$ cat config.mk
export PLATFORM = sky130hd
export DESIGN_NAME = sorted_list_table
export DESIGN_NICKNAME = d
export VERILOG_FILES = /design/src/rtl/slt_pkg.sv /design/src/rtl/slt_front.sv /design/src/rtl/slt_back.sv /design/src/rtl/sorted_list_table.sv
export SDC_FILE = /design/constraint.sdc
export NUM_CORES = 2
export LEC_CHECK = 0
export BUFFER_PORTS_ARGS = -buffer_cell sky130_fd_sc_hd__buf_2
export CAP_MARGIN = 20
export CORE_ASPECT_RATIO = 1.5
export CORE_MARGIN = 4
export CORE_UTILIZATION = 30
export CTS_BUF_LIST = sky130_fd_sc_hd__clkbuf_4 sky130_fd_sc_hd__clkbuf_8
export CTS_CLUSTER_DIAMETER = 80
export DETAILED_ROUTE_END_ITERATION = 10
export PLACE_DENSITY = 0.41
export SYNTH_ARGS = -nofsm -noshare
export SYNTH_HDL_FRONTEND = slang
export SYNTH_SLANG_ARGS = --single-unit
$ cat constraint.sdc
create_clock -name i_clk -period 11.5 [get_ports i_clk]
set_clock_uncertainty 0.2 [all_clocks]
set_input_delay 0.575 -clock i_clk [delete_from_list [all_inputs] [get_ports i_clk]]
set_output_delay 0.575 -clock i_clk [all_outputs]
set_load 0.02 [all_outputs]
$ cat src/rtl/slt_pkg.sv
`default_nettype none
package slt_pkg;

    // default sizes
    localparam int DEFAULT_DEPTH      = 16;
    localparam int DEFAULT_DATA_WIDTH = 32;

    // port widths
    localparam int OPCODE_W = 3;
    localparam int VALUE_W  = 32;
    localparam int STATUS_W = 2;
    localparam int COUNT_W  = 5;

    // opcodes
    localparam logic [OPCODE_W-1:0] OP_INSERT = 3'd0;
    localparam logic [OPCODE_W-1:0] OP_SEARCH = 3'd1;
    localparam logic [OPCODE_W-1:0] OP_DELETE = 3'd2;
    localparam logic [OPCODE_W-1:0] OP_POP    = 3'd3;
    localparam logic [OPCODE_W-1:0] OP_DUMP   = 3'd4;

    // status codes
    localparam logic [STATUS_W-1:0] ST_OK        = 2'd0;
    localparam logic [STATUS_W-1:0] ST_NOT_FOUND = 2'd1;
    localparam logic [STATUS_W-1:0] ST_EMPTY     = 2'd2;
    localparam logic [STATUS_W-1:0] ST_FULL      = 2'd3;

    // command handed from the front queue to the cell row
    typedef struct packed {
        logic [OPCODE_W-1:0] opcode;
        logic [VALUE_W-1:0]  value;
    } t_cmd;

endpackage
`default_nettype wire

$ cat src/rtl/slt_front.sv
`default_nettype none
module slt_front import slt_pkg::*; (
    input  wire logic                i_clk,
    input  wire logic                i_rst_n,
    input  wire logic                start,
    output logic                     busy,
    input  wire logic [OPCODE_W-1:0] i_opcode,
    input  wire logic [VALUE_W-1:0]  i_value,
    output logic                     o_q_valid,
    output t_cmd                     o_q_cmd,
    input  wire logic                i_q_pop
);

    t_cmd       r_q [2];
    logic       r_wr_ptr;
    logic       r_rd_ptr;
    logic [1:0] r_fill;
    logic       w_op_known;
    logic       w_push;

    // drop unknown opcodes at the door, they produce no result
    always_comb begin
        unique case (i_opcode) inside
            OP_INSERT, OP_SEARCH, OP_DELETE, OP_POP, OP_DUMP: w_op_known = 1'b1;
            default: w_op_known = 1'b0;
        endcase
    end

    assign busy      = (r_fill == 2'd2);
    assign w_push    = start && !busy && w_op_known;
    assign o_q_valid = (r_fill != 2'd0);
    assign o_q_cmd   = r_q[r_rd_ptr];

    // two-entry queue storage
    always_ff @(posedge i_clk) begin
        if (w_push) begin
            r_q[r_wr_ptr] <= '{opcode: i_opcode, value: i_value};
        end
    end

    // queue pointers and fill level
    always_ff @(posedge i_clk) begin
        if (!i_rst_n) begin
            r_wr_ptr <= 1'b0;
            r_rd_ptr <= 1'b0;
            r_fill   <= 2'd0;
        end else begin
            if (w_push) begin
                r_wr_ptr <= !r_wr_ptr;
            end
            if (i_q_pop) begin
                r_rd_ptr <= !r_rd_ptr;
            end
            if (w_push && !i_q_pop) begin
                r_fill <= r_fill + 2'd1;
            end else if (!w_push && i_q_pop) begin
                r_fill <= r_fill - 2'd1;
            end
        end
    end

endmodule
`default_nettype wire

$ cat src/rtl/slt_back.sv
`default_nettype none
module slt_back import slt_pkg::*; #(
    parameter int DEPTH      = DEFAULT_DEPTH,
    parameter int DATA_WIDTH = DEFAULT_DATA_WIDTH
) (
    input  wire logic                 i_clk,
    input  wire logic                 i_rst_n,
    input  wire logic                 i_q_valid,
    input  t_cmd                      i_q_cmd,
    output logic                      o_q_pop,
    output logic                      o_valid,
    output logic [STATUS_W-1:0]       o_status,
    output logic signed [VALUE_W-1:0] o_result_value,
    output logic [COUNT_W-1:0]        o_entry_count,
    output logic                      o_last
);

    localparam int CW = $clog2(DEPTH + 1);

    // cell row, no reset: only cells below the count are ever looked at
    logic [DATA_WIDTH-1:0] r_cells [DEPTH];
    logic [DATA_WIDTH-1:0] n_cells [DEPTH];
    logic [DATA_WIDTH-1:0] w_up    [DEPTH];
    logic [DATA_WIDTH-1:0] w_dn    [DEPTH];

    logic [CW-1:0]         r_count, n_count;
    logic [CW-1:0]         r_left, n_left;
    logic                  r_dumping, n_dumping;
    logic                  r_valid, n_valid;
    logic [STATUS_W-1:0]   r_status, n_status;
    logic [DATA_WIDTH-1:0] r_result, n_result;
    logic                  r_last, n_last;

    logic [DATA_WIDTH-1:0] w_val;
    logic [DATA_WIDTH-1:0] w_key;
    logic [DEPTH-1:0]      w_lt;
    logic [DEPTH-1:0]      w_eq;
    logic                  w_found;
    logic                  w_take;
    logic                  do_ins, do_del, do_pop, do_rot;

    // flipping the sign bit turns signed order into unsigned order
    function automatic logic [DATA_WIDTH-1:0] order_key(input logic [DATA_WIDTH-1:0] v);
        order_key = {~v[DATA_WIDTH-1], v[DATA_WIDTH-2:0]};
    endfunction

    assign w_val   = DATA_WIDTH'(i_q_cmd.value);
    assign w_key   = order_key(w_val);
    assign w_take  = i_q_valid && !r_dumping;
    assign o_q_pop = w_take;
    assign w_found = |w_eq;

    // per-cell compares and the update of each cell
    for (genvar i = 0; i < DEPTH; i++) begin : g_cell
        assign w_lt[i] = (CW'(i) < r_count) && (order_key(r_cells[i]) < w_key);
        assign w_eq[i] = (CW'(i) < r_count) && (r_cells[i] == w_val);

        if (i == DEPTH - 1) begin : g_top
            assign w_up[i] = r_cells[i];
        end else begin : g_mid
            assign w_up[i] = r_cells[i + 1];
        end

        if (i == 0) begin : g_bottom
            assign w_dn[i] = w_val;
        end else begin : g_above
            assign w_dn[i] = w_lt[i - 1] ? w_val : r_cells[i - 1];
        end

        always_comb begin
            n_cells[i] = r_cells[i];
            if (do_ins && !w_lt[i]) begin
                n_cells[i] = w_dn[i];
            end else if (do_del && !w_lt[i]) begin
                n_cells[i] = w_up[i];
            end else if (do_pop) begin
                n_cells[i] = w_up[i];
            end else if (do_rot) begin
                if (CW'(i + 1) == r_count) begin
                    n_cells[i] = r_cells[0];
                end else if (CW'(i + 1) < r_count) begin
                    n_cells[i] = w_up[i];
                end
            end
        end

        always_ff @(posedge i_clk) begin
            r_cells[i] <= n_cells[i];
        end
    end

    // command execution and dump sequencing
    always_comb begin
        n_count   = r_count;
        n_left    = r_left;
        n_dumping = r_dumping;
        n_valid   = 1'b0;
        n_status  = ST_OK;
        n_result  = w_val;
        n_last    = 1'b1;
        do_ins    = 1'b0;
        do_del    = 1'b0;
        do_pop    = 1'b0;
        do_rot    = 1'b0;
        if (r_dumping) begin
            n_valid  = 1'b1;
            n_result = r_cells[0];
            do_rot   = 1'b1;
            n_last   = (r_left == CW'(1));
            n_left   = r_left - CW'(1);
            if (r_left == CW'(1)) begin
                n_dumping = 1'b0;
            end
        end else if (i_q_valid) begin
            n_valid = 1'b1;
            unique case (i_q_cmd.opcode)
                OP_INSERT: begin
                    if (r_count == CW'(DEPTH)) begin
                        n_status = ST_FULL;
                    end else begin
                        do_ins  = 1'b1;
                        n_count = r_count + CW'(1);
                    end
                end
                OP_SEARCH: begin
                    n_status = w_found ? ST_OK : ST_NOT_FOUND;
                end
                OP_DELETE: begin
                    if (r_count == '0) begin
                        n_status = ST_EMPTY;
                    end else if (w_found) begin
                        do_del  = 1'b1;
                        n_count = r_count - CW'(1);
                    end else begin
                        n_status = ST_NOT_FOUND;
                    end
                end
                OP_POP: begin
                    if (r_count == '0) begin
                        n_status = ST_EMPTY;
                    end else begin
                        do_pop   = 1'b1;
                        n_result = r_cells[0];
                        n_count  = r_count - CW'(1);
                    end
                end
                OP_DUMP: begin
                    if (r_count == '0) begin
                        n_status = ST_EMPTY;
                    end else begin
                        // first entry goes out now, the rest one per cycle
                        n_result = r_cells[0];
                        do_rot   = 1'b1;
                        n_last   = (r_count == CW'(1));
                        n_left   = r_count - CW'(1);
                        n_dumping = (r_count != CW'(1));
                    end
                end
                default: begin
                    n_valid = 1'b0;
                end
            endcase
        end
    end

    // control state
    always_ff @(posedge i_clk) begin
        if (!i_rst_n) begin
            r_count   <= '0;
            r_left    <= '0;
            r_dumping <= 1'b0;
            r_valid   <= 1'b0;
        end else begin
            r_count   <= n_count;
            r_left    <= n_left;
            r_dumping <= n_dumping;
            r_valid   <= n_valid;
        end
    end

    // result payload
    always_ff @(posedge i_clk) begin
        r_status <= n_status;
        r_result <= n_result;
        r_last   <= n_last;
    end

    assign o_valid        = r_valid;
    assign o_status       = r_status;
    assign o_result_value = VALUE_W'($signed(r_result));
    assign o_entry_count  = COUNT_W'(r_count);
    assign o_last         = r_last;

endmodule
`default_nettype wire

$ cat src/rtl/sorted_list_table.sv
// Sorted list table: keeps up to DEPTH signed values in ascending order and runs insert,
// search, delete, pop and dump commands. A command is taken when start is high and busy is
// low; it enters a two-entry queue, and the cell row behind it carries out insert, search,
// delete and pop with every cell comparing against the request value at once, so these
// sustain one item per cycle while no dump holds the cell row; each command is registered
// in the queue and its result in the result register that drives o_valid. Dump
// sends out one entry per cycle and holds the cell row until its last entry is out; busy
// rises when the queue fills behind it. Each result is shown for exactly one cycle with
// o_valid high and cannot be stalled, so the receiver must take it then; o_last marks the
// final result of an item. Opcodes 5 to 7 are taken and dropped without any result.
`default_nettype none
module sorted_list_table import slt_pkg::*; #(
    parameter int DEPTH      = DEFAULT_DEPTH,
    parameter int DATA_WIDTH = DEFAULT_DATA_WIDTH
) (
    input  wire logic                        i_clk,
    input  wire logic                        i_rst_n,
    input  wire logic                        start,
    output logic                             busy,
    input  wire logic [OPCODE_W-1:0]         i_opcode,
    input  wire logic signed [VALUE_W-1:0]   i_value,
    output logic                             o_valid,
    output logic [STATUS_W-1:0]              o_status,
    output logic signed [VALUE_W-1:0]        o_result_value,
    output logic [COUNT_W-1:0]               o_entry_count,
    output logic                             o_last
);

    logic w_q_valid;
    t_cmd w_q_cmd;
    logic w_q_pop;

    // command intake and queue
    slt_front u_front (
        .i_clk     (i_clk),
        .i_rst_n   (i_rst_n),
        .start     (start),
        .busy      (busy),
        .i_opcode  (i_opcode),
        .i_value   (i_value),
        .o_q_valid (w_q_valid),
        .o_q_cmd   (w_q_cmd),
        .i_q_pop   (w_q_pop)
    );

    // cell row and result register
    slt_back #(
        .DEPTH      (DEPTH),
        .DATA_WIDTH (DATA_WIDTH)
    ) u_back (
        .i_clk          (i_clk),
        .i_rst_n        (i_rst_n),
        .i_q_valid      (w_q_valid),
        .i_q_cmd        (w_q_cmd),
        .o_q_pop        (w_q_pop),
        .o_valid        (o_valid),
        .o_status       (o_status),
        .o_result_value (o_result_value),
        .o_entry_count  (o_entry_count),
        .o_last         (o_last)
    );

endmodule
`default_nettype wire

==> flow_summary.json <==
{
  "outcome": "completed",
  "gp_congestion": 0.849,
  "start_kind": "flop",
  "setup_viol": 0,
  "overflow": 0,
  "die_area_mm2": 0.160,
  "grt_usage_pct": 24.5,
  "period_share_pct": 61.0,
  "synth.ff_latch_count": 634,
  "core_mm2": 0.153,
  "async_reset_ff_share_pct": 0,
  "relSlewSlack_pct": 30.0,
  "grt_pass1_vias": 40500,
  "die_h_um": 488,
  "layout_commonest_cell": "edfxtp_1",
  "cts_resized": 0,
  "synth_enable_flop_cells": 582,
  "fmaxAchievable_mhz": 143,
  "vdd_drop_max_mv": 0.0945,
  "syn-num-nets": 5154,
  "fin_crit_ns": 7.01,
  "hold_viol": 0,
  "ctsRootBufferMaster": "clkbuf_8",
  "drtIter0Drc": 3237,
  "clk_latency_ns": 0.85,
  "grt_first_pass_wirelength_um": 292000,
  "drive_gt1_share_pct": 14.1,
  "power.total_mw": 9.41,
  "powerDensity_mw_per_mm2": 180,
  "clkTransAtPathRegs_ns": 0.07,
  "synth_cells": 4590,
  "h-tree-depth": 3,
  "cp-end-kind": "flop",
  "synth_cell_types": 79,
  "grt_antenna_before_repair": 4,
  "post-route-drc-count": 0,
  "nFillCells": 15600,
  "criticalPathCategory": "reg2reg",
  "ios": 80,
  "vias": 40700,
  "critical_path_required_ns": 11.87,
  "layout_common_cells": "edfxtp_1 (582), ha_1 (526), nor2_1 (438), nand2_1 (317), a221o_1 (311)",
  "die_x_um": 328,
  "tightestPinTransition_ns": 1.04,
  "syn_area_per_cell_um2": 10.1,
  "syn_area_mm2": 0.0461,
  "clk_path_buf_depth": 3,
  "clock-sinks": 634,
  "cts_tree": "built",
  "crit_fanout": 31,
  "grt_max_degree": 72,
  "vias_per_cell": 6.03,
  "dp_hpwl_um": 143000,
  "cp.arrival_ns": 7.38,
  "firstDrtPassIters": 6,
  "layout.nets": 5155,
  "syn2layout_area_growth_pct": 13.5,
  "rsz0062_at_grt": "no",
  "hp-class": "in2reg",
  "yosys.area.top_type": "edfxtp_1",
  "antenna_left": 0,
  "ys_seq_area_share_pct": 40.1,
  "ys.warnings.count": 0,
  "numCtsBuffers": 115,
  "slew_violations": 0,
  "wl_per_cell_um": 30.0,
  "port_buffers": 79,
  "start_util_pct": 30.1,
  "power.leakage_nw": 18.7,
  "ys.flop_type": "edfxtp_1",
  "synthTopCellsByArea": "edfxtp_1 (38%), ha_1 (14%), a221o_1 (6.7%)",
  "synth_top_area_share_pct": 37.9,
  "route.final.wire_length_um": 202000,
  "rows": 176,
  "setup_tns_ns": 0,
  "cap_violations": 0
}
==> logic make-up after synthesis <==
group                    Yosys count  synth area share, %
AO/OA/AOI/OAI                   1468                 24.3
AND/OR/NAND/NOR                 1215                 12.1
flip-flops                       634                 40.1
buffers and inverters            555                 4.87
adder cells (fa/ha/maj)          526                 14.3
multiplexers                     184                 4.12
XOR/XNOR                           8                0.152
==> worst max-delay path: stages (launching register included) <==
cell and delay, ns:
dfxtp_4 0.82, buf_4 0.56, mux2i_4 0.58, buf_4 0.41, ha_1 0.22, nand3_1 0.11
nor4_1 0.70, nand4_1 0.55, o2111ai_1 0.30, nor4_2 0.12, buf_4 0.28, o21a_2 0.38
buf_4 0.31, o21a_2 0.55, a221o_1 0.47
==> final timing paths <==
path,from,to,slack [ns],depth (start not counted)
hold / removal,start,u_front.r_q[0][32],0.15,3
setup / recovery,flop,u_back.r_cells[6][25],4.49,14
setup reg to reg,flop,u_back.r_cells[6][25],4.49,14
hold reg to reg,u_front.r_fill[1],u_front.r_fill[1],0.32,2
==> power breakdown <==
group,total (mW),switching (mW),internal [mW]
sequential,3.31,0.319,2.99
combinational,3.80,2.45,1.35
clock,2.30,1.11,1.19
==> synthesized netlist by cell type (10+ instances only) <==
library cell and number:
a211oi_1 304, a21boi_0 15, a21o_1 35, a21oi_1 275
a221o_1 311, a221oi_1 16, and2_1 10, and3_1 10
buf_1 30, buf_2 85, clkbuf_1 278, dfxtp_1 52
edfxtp_1 582, ha_1 526, inv_1 154, mux2_2 48
mux2i_1 136, nand2_1 317, nand2b_1 21, nand3_1 102
nand4_1 148, nor2_1 447, nor2b_1 30, nor3_1 61
nor4_1 16, o2111ai_1 35, o211ai_1 156, o21a_1 11
o21ai_0 116, o221a_2 60, o22ai_1 14, o31ai_1 10
o32ai_1 36, or3_1 11
==> area by class of cell <==
class,instances,area [um2],share of cell area (%)
well taps,2047,2560,4.89
clock buffers,169,2060,3.93
inverters,154,578,1.10
flip-flops and latches,634,18500,35.4
clock inverters,44,260,0.497
repair buffers,285,2100,4.01
diodes,6,15.0,0.0287
multi-input cells,3401,26300,50.2
==> what timing repair did <==
item                      CTS  global route
setup buffers               0             0
hold endpoints to repair   87             0
hold buffers               36             0
==> flip-flops by register name (all words and copies together), names as in the netlist, named ones only <==
register               cells
u_back.r_cells           512
u_back.o_status            2
u_front.r_rd_ptr           1
u_back.r_left              5
u_back.o_result_value     32
u_front.r_wr_ptr           1
u_back.o_valid             1
u_front.r_q               70
u_back.o_entry_count       5
u_back.o_last              1
u_front.r_fill             2
u_back.r_dumping           1
==> routing by layer <==
metal / share of wire, % / vias up / GRT usage, % / wire (um)
met5: 0 / - / 0 / 0
met4: 4.3 / 0 / 10.1 / 8780
met3: 4.6 / 351 / 2.81 / 9260
met2: 51 / 1307 / 44.8 / 104000
met1: 40 / 20700 / 29.1 / 80100
li1: - / 18300 / - / -
==> metrics by stage <==
stage               utilization, %  std cells  worst slack [ns]  hold WS (ns)  cell area [um2]
global placement              32.4       6481              4.52         0.296            49600
global route                  34.2       6738              4.27         0.142            52300
finish                        34.2       6740              4.49         0.148            52300
CTS                           34.1       6730              4.45        0.0757            52200
floorplan                        -       4590              4.21         0.269            46100
detailed placement            32.4       6481              4.48         0.301            49600
Note: power is estimated with default switching activity, not from simulation.
